--- src/hw/rtl/sfr_pkg.sv ---
// ----------------------------------------------------------------------------
// sfr_pkg: shared definitions for the stream find-and-replace block
// Sizes, configuration register codes and the command word handed from the
// front end to the back end.
// ----------------------------------------------------------------------------
package sfr_pkg;

  localparam int unsigned ByteW      = 8;
  localparam int unsigned MaxSearch  = 8;
  localparam int unsigned MaxReplace = 8;
  localparam int unsigned LenW       = 4;
  localparam int unsigned CfgIdxW    = 3;
  localparam int unsigned CfgDataW   = 64;

  // One command carries at most the larger of a replacement or a flushed window.
  localparam int unsigned CmdBytes  = (MaxSearch > MaxReplace) ? MaxSearch : MaxReplace;
  localparam int unsigned CntW      = $clog2(CmdBytes + 1);
  localparam int unsigned IdxW      = (CmdBytes > 1) ? $clog2(CmdBytes) : 1;
  localparam int unsigned PendDepth = (MaxSearch > 1) ? MaxSearch - 1 : 1;
  localparam int unsigned PcW       = (MaxSearch > 1) ? $clog2(MaxSearch) : 1;
  localparam int unsigned QDepth    = 2;
  localparam int unsigned QPtrW     = $clog2(QDepth);
  localparam int unsigned QCntW     = $clog2(QDepth + 1);

  typedef enum logic [CfgIdxW-1:0] {
    CfgSearchPattern = 3'd0,
    CfgSearchLength  = 3'd1,
    CfgReplaceText   = 3'd2,
    CfgReplaceLength = 3'd3
  } cfg_idx_e;

  // cnt == 0 with last set is a bare end marker
  typedef struct packed {
    logic [CmdBytes-1:0][ByteW-1:0] bytes;
    logic [CntW-1:0]                cnt;
    logic                           last;
  } cmd_t;

endpackage

--- src/hw/rtl/sfr_if.sv ---
// ----------------------------------------------------------------------------
// sfr_text_if / sfr_result_if: valid-ready channels of the block
// Text words in, rewritten result words out.
// ----------------------------------------------------------------------------
interface sfr_text_if;
  logic       valid;
  logic       ready;
  logic [7:0] text_byte;
  logic       end_of_text;

  modport source (output valid, output text_byte, output end_of_text, input ready);
  modport sink   (input valid, input text_byte, input end_of_text, output ready);
endinterface

interface sfr_result_if;
  logic       valid;
  logic       ready;
  logic [7:0] out_byte;
  logic       byte_present;
  logic       last_out;

  modport source (output valid, output out_byte, output byte_present, output last_out,
                  input ready);
  modport sink   (input valid, input out_byte, input byte_present, input last_out,
                  output ready);
endinterface

--- src/hw/rtl/stream_find_replace.sv ---
// ----------------------------------------------------------------------------
// stream_find_replace: streaming find-and-replace over a text stream
// Replaces each leftmost non-overlapping occurrence of the search pattern by
// the replacement text; all other words pass in order.
// ----------------------------------------------------------------------------
//
//  channel   dir  handshake            payload
//  txt_i     in   valid / ready        text_byte[7:0], end_of_text
//  res_o     out  valid / ready        out_byte[7:0], byte_present, last_out
//  cfg       in   cfg_we_i (no wait)   cfg_idx_i[2:0], cfg_data_i[63:0]
//
//  One text word a cycle in while txt_i.ready is high; the back end sends one
//  result word a cycle unless res_o.ready or an empty queue holds it. A word
//  that completes a match hands the back end the whole replacement, a final
//  word that misses up to the pattern length of window bytes; the two-entry
//  queue takes up the difference and txt_i.ready drops only when it is full.
//  Reset clears configuration, window and control state, but not the queue
//  storage or the output data registers; no clearing pass. An accepted word
//  reaches its first result word via a queue entry, then the output register.
//
module stream_find_replace import sfr_pkg::*; (
  input  logic                clk_i,
  input  logic                rst_ni,
  input  logic                cfg_we_i,
  input  logic [CfgIdxW-1:0]  cfg_idx_i,
  input  logic [CfgDataW-1:0] cfg_data_i,
  sfr_text_if.sink            txt_i,
  sfr_result_if.source        res_o
);

  // front end -> queue
  cmd_t fe_cmd;
  logic fe_valid, fe_ready;
  // queue -> back end
  cmd_t hd_cmd;
  logic hd_valid, hd_pop;

  // window, match compare and configuration registers
  sfr_front u_front (
    .clk_i       (clk_i),
    .rst_ni      (rst_ni),
    .cfg_we_i    (cfg_we_i),
    .cfg_idx_i   (cfg_idx_i),
    .cfg_data_i  (cfg_data_i),
    .txt         (txt_i),
    .cmd_o       (fe_cmd),
    .cmd_valid_o (fe_valid),
    .cmd_ready_i (fe_ready)
  );

  // lets the front keep taking words while a burst drains
  sfr_queue u_queue (
    .clk_i      (clk_i),
    .rst_ni     (rst_ni),
    .wr_cmd_i   (fe_cmd),
    .wr_valid_i (fe_valid),
    .wr_ready_o (fe_ready),
    .rd_cmd_o   (hd_cmd),
    .rd_valid_o (hd_valid),
    .rd_pop_i   (hd_pop)
  );

  // serialises commands, owns the output register
  sfr_back u_back (
    .clk_i       (clk_i),
    .rst_ni      (rst_ni),
    .cmd_i       (hd_cmd),
    .cmd_valid_i (hd_valid),
    .cmd_pop_o   (hd_pop),
    .res         (res_o)
  );

endmodule

--- src/hw/rtl/sfr_front.sv ---
// ----------------------------------------------------------------------------
// sfr_front: configuration registers and match window
// Takes one text word per cycle while the queue has room, updates the pending
// window and issues one command per word that produces output.
// ----------------------------------------------------------------------------
module sfr_front import sfr_pkg::*; (
  input  logic                clk_i,
  input  logic                rst_ni,
  input  logic                cfg_we_i,
  input  logic [CfgIdxW-1:0]  cfg_idx_i,
  input  logic [CfgDataW-1:0] cfg_data_i,
  sfr_text_if.sink            txt,
  output cmd_t                cmd_o,
  output logic                cmd_valid_o,
  input  logic                cmd_ready_i
);

  logic [MaxSearch-1:0][ByteW-1:0]  pat_q;
  logic [MaxReplace-1:0][ByteW-1:0] rep_q;
  logic [LenW-1:0]                  slen_q, rlen_q;
  logic [PendDepth-1:0][ByteW-1:0]  pend_q, pend_d;
  logic [PcW-1:0]                   pc_q, pc_d;

  logic [LenW-1:0]                  slen, rlen, newcnt;
  logic [PcW-1:0]                   pc_eff;
  logic [MaxSearch-1:0][ByteW-1:0]  win;
  logic                             full, hit, accept;

  always_comb begin
    slen = (slen_q > LenW'(MaxSearch)) ? LenW'(MaxSearch) : slen_q;
    rlen = (rlen_q > LenW'(MaxReplace)) ? LenW'(MaxReplace) : rlen_q;
    pc_eff = (LenW'(pc_q) >= slen) ? '0 : pc_q;

    win = '0;
    for (int i = 0; i < PendDepth; i++) begin
      win[i] = pend_q[i];
    end
    win[pc_eff] = txt.text_byte;
    newcnt = LenW'(pc_eff) + LenW'(1);
    full   = (newcnt == slen);

    hit = 1'b1;
    for (int i = 0; i < MaxSearch; i++) begin
      if ((LenW'(i) < slen) && (win[i] != pat_q[i])) begin
        hit = 1'b0;
      end
    end

    cmd_o       = '0;
    cmd_o.last  = txt.end_of_text;
    pc_d        = pc_q;
    pend_d      = pend_q;
    if (slen == '0) begin
      // pass through
      cmd_o.bytes[0] = txt.text_byte;
      cmd_o.cnt      = CntW'(1);
    end else if (full && hit) begin
      for (int i = 0; i < MaxReplace; i++) begin
        cmd_o.bytes[i] = rep_q[i];
      end
      cmd_o.cnt = CntW'(rlen);
      pc_d      = '0;
    end else if (txt.end_of_text) begin
      // flush the whole window, oldest first
      for (int i = 0; i < MaxSearch; i++) begin
        cmd_o.bytes[i] = win[i];
      end
      cmd_o.cnt = CntW'(newcnt);
      pc_d      = '0;
    end else if (full) begin
      cmd_o.bytes[0] = win[0];
      cmd_o.cnt      = CntW'(1);
      for (int i = 0; i < PendDepth; i++) begin
        pend_d[i] = win[i+1];
      end
      pc_d = PcW'(slen - LenW'(1));
    end else begin
      for (int i = 0; i < PendDepth; i++) begin
        pend_d[i] = win[i];
      end
      pc_d = PcW'(newcnt);
    end
  end

  // words that only grow the window need no command
  assign cmd_valid_o = txt.valid && ((cmd_o.cnt != '0) || txt.end_of_text);
  assign txt.ready   = cmd_ready_i;
  assign accept      = txt.valid && cmd_ready_i;

  always_ff @(posedge clk_i or negedge rst_ni) begin
    if (!rst_ni) begin
      pat_q  <= '0;
      rep_q  <= '0;
      slen_q <= '0;
      rlen_q <= '0;
      pc_q   <= '0;
      pend_q <= '0;
    end else if (cfg_we_i) begin
      unique case (cfg_idx_e'(cfg_idx_i))
        CfgSearchPattern: pat_q <= cfg_data_i[MaxSearch*ByteW-1:0];
        CfgSearchLength: begin
          slen_q <= cfg_data_i[LenW-1:0];
          pc_q   <= '0;
        end
        CfgReplaceText:   rep_q  <= cfg_data_i[MaxReplace*ByteW-1:0];
        CfgReplaceLength: rlen_q <= cfg_data_i[LenW-1:0];
        default: ;
      endcase
    end else if (accept) begin
      pc_q   <= pc_d;
      pend_q <= pend_d;
    end
  end

endmodule

--- src/hw/rtl/sfr_queue.sv ---
// ----------------------------------------------------------------------------
// sfr_queue: two-entry command queue
// Decouples the front end from output stalls.
// ----------------------------------------------------------------------------
module sfr_queue import sfr_pkg::*; (
  input  logic clk_i,
  input  logic rst_ni,
  input  cmd_t wr_cmd_i,
  input  logic wr_valid_i,
  output logic wr_ready_o,
  output cmd_t rd_cmd_o,
  output logic rd_valid_o,
  input  logic rd_pop_i
);

  cmd_t [QDepth-1:0] mem_q;
  logic [QPtrW-1:0]  wr_ptr_q, rd_ptr_q;
  logic [QCntW-1:0]  cnt_q;
  logic              push, pop;

  assign wr_ready_o = (cnt_q != QCntW'(QDepth));
  assign rd_valid_o = (cnt_q != '0);
  assign rd_cmd_o   = mem_q[rd_ptr_q];
  assign push       = wr_valid_i && wr_ready_o;
  assign pop        = rd_pop_i && rd_valid_o;

  always_ff @(posedge clk_i) begin
    if (push) begin
      mem_q[wr_ptr_q] <= wr_cmd_i;
    end
  end

  always_ff @(posedge clk_i or negedge rst_ni) begin
    if (!rst_ni) begin
      wr_ptr_q <= '0;
      rd_ptr_q <= '0;
      cnt_q    <= '0;
    end else begin
      if (push) begin
        wr_ptr_q <= (wr_ptr_q == QPtrW'(QDepth - 1)) ? '0 : wr_ptr_q + QPtrW'(1);
      end
      if (pop) begin
        rd_ptr_q <= (rd_ptr_q == QPtrW'(QDepth - 1)) ? '0 : rd_ptr_q + QPtrW'(1);
      end
      if (push && !pop) begin
        cnt_q <= cnt_q + QCntW'(1);
      end else if (pop && !push) begin
        cnt_q <= cnt_q - QCntW'(1);
      end
    end
  end

endmodule

--- src/hw/rtl/sfr_back.sv ---
// ----------------------------------------------------------------------------
// sfr_back: command serialiser; walks the head command one word per cycle
// into the output register while the receiver does not stall it.
// ----------------------------------------------------------------------------
module sfr_back import sfr_pkg::*; (
  input  logic          clk_i,
  input  logic          rst_ni,
  input  cmd_t          cmd_i,
  input  logic          cmd_valid_i,
  output logic          cmd_pop_o,
  sfr_result_if.source  res
);

  logic [IdxW-1:0]  idx_q;
  logic             vld_q;
  logic [ByteW-1:0] byte_q;
  logic             pres_q, last_q;
  logic             load, final_w, marker;

  assign load    = cmd_valid_i && (!vld_q || res.ready);
  assign marker  = (cmd_i.cnt == '0);
  assign final_w = marker || ((CntW'(idx_q) + CntW'(1)) == cmd_i.cnt);
  assign cmd_pop_o = load && final_w;

  assign res.valid        = vld_q;
  assign res.out_byte     = byte_q;
  assign res.byte_present = pres_q;
  assign res.last_out     = last_q;

  always_ff @(posedge clk_i) begin
    if (load) begin
      byte_q <= marker ? '0 : cmd_i.bytes[idx_q];
      pres_q <= !marker;
      last_q <= final_w && cmd_i.last;
    end
  end

  always_ff @(posedge clk_i or negedge rst_ni) begin
    if (!rst_ni) begin
      vld_q <= 1'b0;
      idx_q <= '0;
    end else begin
      if (load) begin
        vld_q <= 1'b1;
        idx_q <= final_w ? '0 : idx_q + IdxW'(1);
      end else if (res.ready) begin
        vld_q <= 1'b0;
      end
    end
  end

endmodule

--- src/flat_wrapper.sv ---
// flat-port wrapper written by rule: the top's interface ports become plain ports
module stream_find_replace_flat import sfr_pkg::*;
  (clk_i, rst_ni, cfg_we_i, cfg_idx_i, cfg_data_i, txt_i_valid, txt_i_text_byte, txt_i_end_of_text, txt_i_ready, res_o_valid, res_o_out_byte, res_o_byte_present, res_o_last_out, res_o_ready);
  sfr_text_if txt_i_i ();
  sfr_result_if res_o_i ();
  input  logic clk_i;
  input  logic rst_ni;
  input  logic cfg_we_i;
  input  logic [CfgIdxW-1:0] cfg_idx_i;
  input  logic [CfgDataW-1:0] cfg_data_i;
  input wire logic [$bits(txt_i_i.valid)-1:0] txt_i_valid;
  input wire logic [$bits(txt_i_i.text_byte)-1:0] txt_i_text_byte;
  input wire logic [$bits(txt_i_i.end_of_text)-1:0] txt_i_end_of_text;
  output wire logic [$bits(txt_i_i.ready)-1:0] txt_i_ready;
  output wire logic [$bits(res_o_i.valid)-1:0] res_o_valid;
  output wire logic [$bits(res_o_i.out_byte)-1:0] res_o_out_byte;
  output wire logic [$bits(res_o_i.byte_present)-1:0] res_o_byte_present;
  output wire logic [$bits(res_o_i.last_out)-1:0] res_o_last_out;
  input wire logic [$bits(res_o_i.ready)-1:0] res_o_ready;
  assign txt_i_i.valid = txt_i_valid;
  assign txt_i_i.text_byte = txt_i_text_byte;
  assign txt_i_i.end_of_text = txt_i_end_of_text;
  assign txt_i_ready = txt_i_i.ready;
  assign res_o_valid = res_o_i.valid;
  assign res_o_out_byte = res_o_i.out_byte;
  assign res_o_byte_present = res_o_i.byte_present;
  assign res_o_last_out = res_o_i.last_out;
  assign res_o_i.ready = res_o_ready;
  stream_find_replace u_core (.clk_i(clk_i), .rst_ni(rst_ni), .cfg_we_i(cfg_we_i), .cfg_idx_i(cfg_idx_i), .cfg_data_i(cfg_data_i), .txt_i(txt_i_i), .res_o(res_o_i));
endmodule
--- config.mk ---
export PLATFORM = sky130hd
export DESIGN_NAME = stream_find_replace_flat
export DESIGN_NICKNAME = d
export VERILOG_FILES = /design/src/hw/rtl/sfr_pkg.sv /design/src/hw/rtl/sfr_if.sv /design/src/hw/rtl/stream_find_replace.sv /design/src/hw/rtl/sfr_front.sv /design/src/hw/rtl/sfr_queue.sv /design/src/hw/rtl/sfr_back.sv /design/src/flat_wrapper.sv
export SDC_FILE = /design/constraint.sdc
export NUM_CORES = 1
export LEC_CHECK = 0
export ABC_AREA = 1
export BUFFER_PORTS_ARGS = -buffer_cell sky130_fd_sc_hd__buf_2
export CAP_MARGIN = 20
export CORE_ASPECT_RATIO = 0.9
export CORE_MARGIN = 4
export CORE_UTILIZATION = 55
export CTS_CLUSTER_DIAMETER = 120
export DETAILED_ROUTE_END_ITERATION = 10
export PLACE_DENSITY = 0.73
export SYNTH_ARGS = -nofsm -noshare
export SYNTH_HDL_FRONTEND = slang
export SYNTH_HIERARCHICAL = 1
export SYNTH_SLANG_ARGS = --single-unit
--- constraint.sdc ---
create_clock -name clk_i -period 17.9 [get_ports clk_i]
set_input_delay 3.58 -clock clk_i [delete_from_list [all_inputs] [get_ports clk_i]]
set_output_delay 3.58 -clock clk_i [all_outputs]
set_load 0.1 [all_outputs]
==> results.json <==
{
  "synth_top_family_by_area": "simple AND/OR/NAND/NOR gates",
  "grt-ovfl-total": 0,
  "synth_fa_ha_area_frac": 0.00611,
  "synthTopCellsByCount": "801 x nand2_1, 243 x o21ai_0, 203 x dfrtp_1",
  "synth_xor_area_frac": 0.00618,
  "slew_headroom": 0.274,
  "ys.flop_type": "dfrtp_1",
  "synth.most_common_cell": "nand2_1",
  "syn_to_final_growth_pct": 9.68,
  "start_util": 0.558,
  "cts_max_path_buffers": 3,
  "io_pins": 93,
  "cts_tree": "done",
  "grt_antenna_before_repair": 3,
  "gp_congestion": 0.968,
  "grt_pass1_vias": 14667,
  "place_hpwl_um": 35900,
  "synth_cell_type_count": 46,
  "critPathRequiredTime_ns": 18.07,
  "routed_wl_um": 52800,
  "synth_edf_count": 148,
  "synthCells": 2296,
  "r2r-start": "u_core/u_front/pc_q[0]",
  "wl_per_cell_um": 19.1,
  "tightest_slew_ns": 1.09,
  "end_kind": "flip-flop",
  "cap_violations": 0,
  "ctsHoldBuffers": 0,
  "clk_pin_slew_ns": 0.06,
  "yosysTopAreaCellShare": 0.276,
  "dieArea_um2": 36500,
  "grt_pass1_wl_um": 82300,
  "fin_hold_ws_ns": 0.480,
  "cts_buffers": 37,
  "syn-mean-instance-area_um2": 8.02,
  "finalSetupTns_ns": 0,
  "worst_r2r_endpoint": "u_core/u_queue/mem_q[80]",
  "p_per_area_nw_per_um2": 173,
  "drc": 0,
  "cp-endpoint": "u_core/u_queue/mem_q[80]",
  "final.period_utilization": 0.435,
  "core.rowCount": 63,
  "cp-startpoint": "txt_i_text_byte[2]",
  "ctsResizeCount": 0,
  "outcome": "finished clean",
  "regArea_um2": 9530,
  "r2r_cells": 26,
  "synthSimpleGateAreaFrac": 0.253,
  "clock_skew_ns": 0.0175,
  "post_cts_buffers": 0,
  "via_count": 15816,
  "htreeDepth": 2,
  "nFillCells": 2894,
  "cts_sinks": 351,
  "hold_path_class": "reg -> reg",
  "ir_worst_vdd_v": 0.000106,
  "numPortBuffers": 92,
  "gr-usage-all-layers": 0.285,
  "ys_ff_latch": 351,
  "syn-cell-area_um2": 18400,
  "yosysTopAreaCell": "dfrtp_1",
  "dr.first_iter.drc_count": 1786,
  "drive_above_1_share": 0.104,
  "vias_per_cell": 5.72,
  "grt_setup_unrepaired": "no",
  "dr.pass1.iters": 6,
  "startpoint_type": "input pin",
  "worstPathMaxFanout": 72,
  "slew_violations": 0,
  "synthMuxAreaShare": 0,
  "core-area_um2": 33000,
  "finalSetupViolCount": 0,
  "period_minus_slack_ns": 7.79,
  "multi_input_area_um2": 7480,
  "cp.arrival_ns": 7.96,
  "clock_latency_ns": 0.54,
  "die_w_um": 201,
  "grt_start_max_net_pins": 129,
  "die_y_um": 182,
  "ys_async_sr_fraction": 0.578,
  "finalNetCount": 2406,
  "cts_root_buf": "clkbuf_16",
  "syn_nets": 2386,
  "r2r_slack_ns": 10.62,
  "synth.area.top_cells": "dfrtp_1 28%, edfxtp_1 24%, nand2_1 16%",
  "ys_warn_count": 6,
  "crit_type": "in -> reg",
  "synth_compound_area_frac": 0.138,
  "p_leak_nw": 9.67,
  "fmax_mhz": 128,
  "final_hold_viol_count": 0,
  "detail-route-antenna-nets": 0,
  "ys_seq_area_frac": 0.517
}
how the worst min path moves through the flow:
stage	from	to	slack, ns	cells past startpoint
floorplan	u_core/u_front/rep_q[0]	u_core/u_front/rep_q[0]	0.45	2
global placement	u_core/u_front/rep_q[0]	u_core/u_front/rep_q[0]	0.46	2
finish	u_core/u_front/rep_q[9]	u_core/u_front/rep_q[9]	0.48	2
detailed placement	u_core/u_front/rep_q[63]	u_core/u_front/rep_q[63]	0.47	2
CTS	u_core/u_front/rep_q[0]	u_core/u_front/rep_q[0]	0.48	2
global route	u_core/u_front/rep_q[35]	u_core/u_front/rep_q[35]	0.50	2
metal layers:
layer | global-route usage | routed length (um) | vias to the layer above
met2 | 0.434 | 23400 | 733
met3 | 0.0689 | 5480 | 115
met1 | 0.411 | 22300 | 7452
met4 | 0.0815 | 1550 | 4
met5 | 0 | 36 | -
li1 | - | - | 7512
cells in the final DEF, fill, tap and decap left out, types with 14 or more instances in the layout:
master / instances
a21oi_1: 73
a31oi_1: 19
buf_2: 91
buf_4: 14
clkbuf_16: 37
dfrtp_1: 202
edfxtp_1: 148
inv_1: 197
nand2_1: 798
nand3_1: 95
nand3b_1: 25
nor2_1: 177
o211ai_2: 25
o21ai_0: 243
o21ai_1: 63
where the power goes:
part | leakage, nW | internal, mW | switching (mW) | total (mW)
clock | 0.614 | 0.467 | 0.323 | 0.790
combinational | 5.13 | 0.401 | 1.05 | 1.45
sequential | 3.93 | 1.12 | 0.122 | 1.24
total | 9.67 | 1.99 | 1.50 | 3.49
worst max-delay path, stage by stage:
cell and delay, ns:
buf_2 0.14, inv_1 0.34, nand3_1 0.20, nand2_1 0.19, nand2_1 0.07, nand2_1 0.06
nand3_1 0.07, nor2_1 0.09, nand2_1 0.11, nand2_1 0.09, nand3_1 0.08, nor2_2 0.26
nand2_4 0.45, nand2_1 0.18, nand3_1 0.11, nand2_1 0.10, nor2_1 0.04, a21oi_1 0.12
nand2_1 0.20, nor2_4 0.88, buf_4 0.56
state kept, by name, indices dropped and copies added (netlist names):
register                        count
u_core/u_front/rlen_q               4
u_core/u_back/res.valid             1
u_core/u_back/res.last_out          1
u_core/u_back/idx_q                 3
u_core/u_queue/cnt_q                2
u_core/u_front/slen_q               4
u_core/u_queue/mem_q              138
u_core/u_front/pend_q              56
u_core/u_back/res.byte_present      1
u_core/u_front/pat_q               64
u_core/u_queue/rd_ptr_q             1
u_core/u_queue/wr_ptr_q             1
u_core/u_front/pc_q                 3
u_core/u_front/rep_q               64
u_core/u_back/res.out_byte          8
area by class of cell:
cell class | instances | area share
multi-input cells | 1606 | 0.370
diodes | 1 | 0.000124
inverters | 211 | 0.0394
clock buffers | 44 | 0.0486
repair buffers | 109 | 0.0318
flip-flops and latches | 351 | 0.471
well taps | 422 | 0.0261
clock inverters | 22 | 0.0126
metrics by stage:
stage               std cells  power (mW)  setup slack (ns)  utilization  instance area, um2
floorplan                2296        2.31              9.01            -               18400
global placement         2696        2.65              9.84        0.572               18900
detailed placement       2696        2.68              9.65        0.572               18900
CTS                      2762        3.47             10.19        0.610               20100
global route             2765        3.72              9.69        0.612               20200
finish                   2766        3.49             10.11        0.612               20200
cells by family after synthesis:
| group | count (synthesis) |
|---|---|
| xor+xnor | 13 |
| fa+ha+maj | 9 |
| flops | 351 |
| compound gates | 449 |
| buf+inv | 339 |
| simple gates | 1135 |
(Power assumes the default switching activity.)
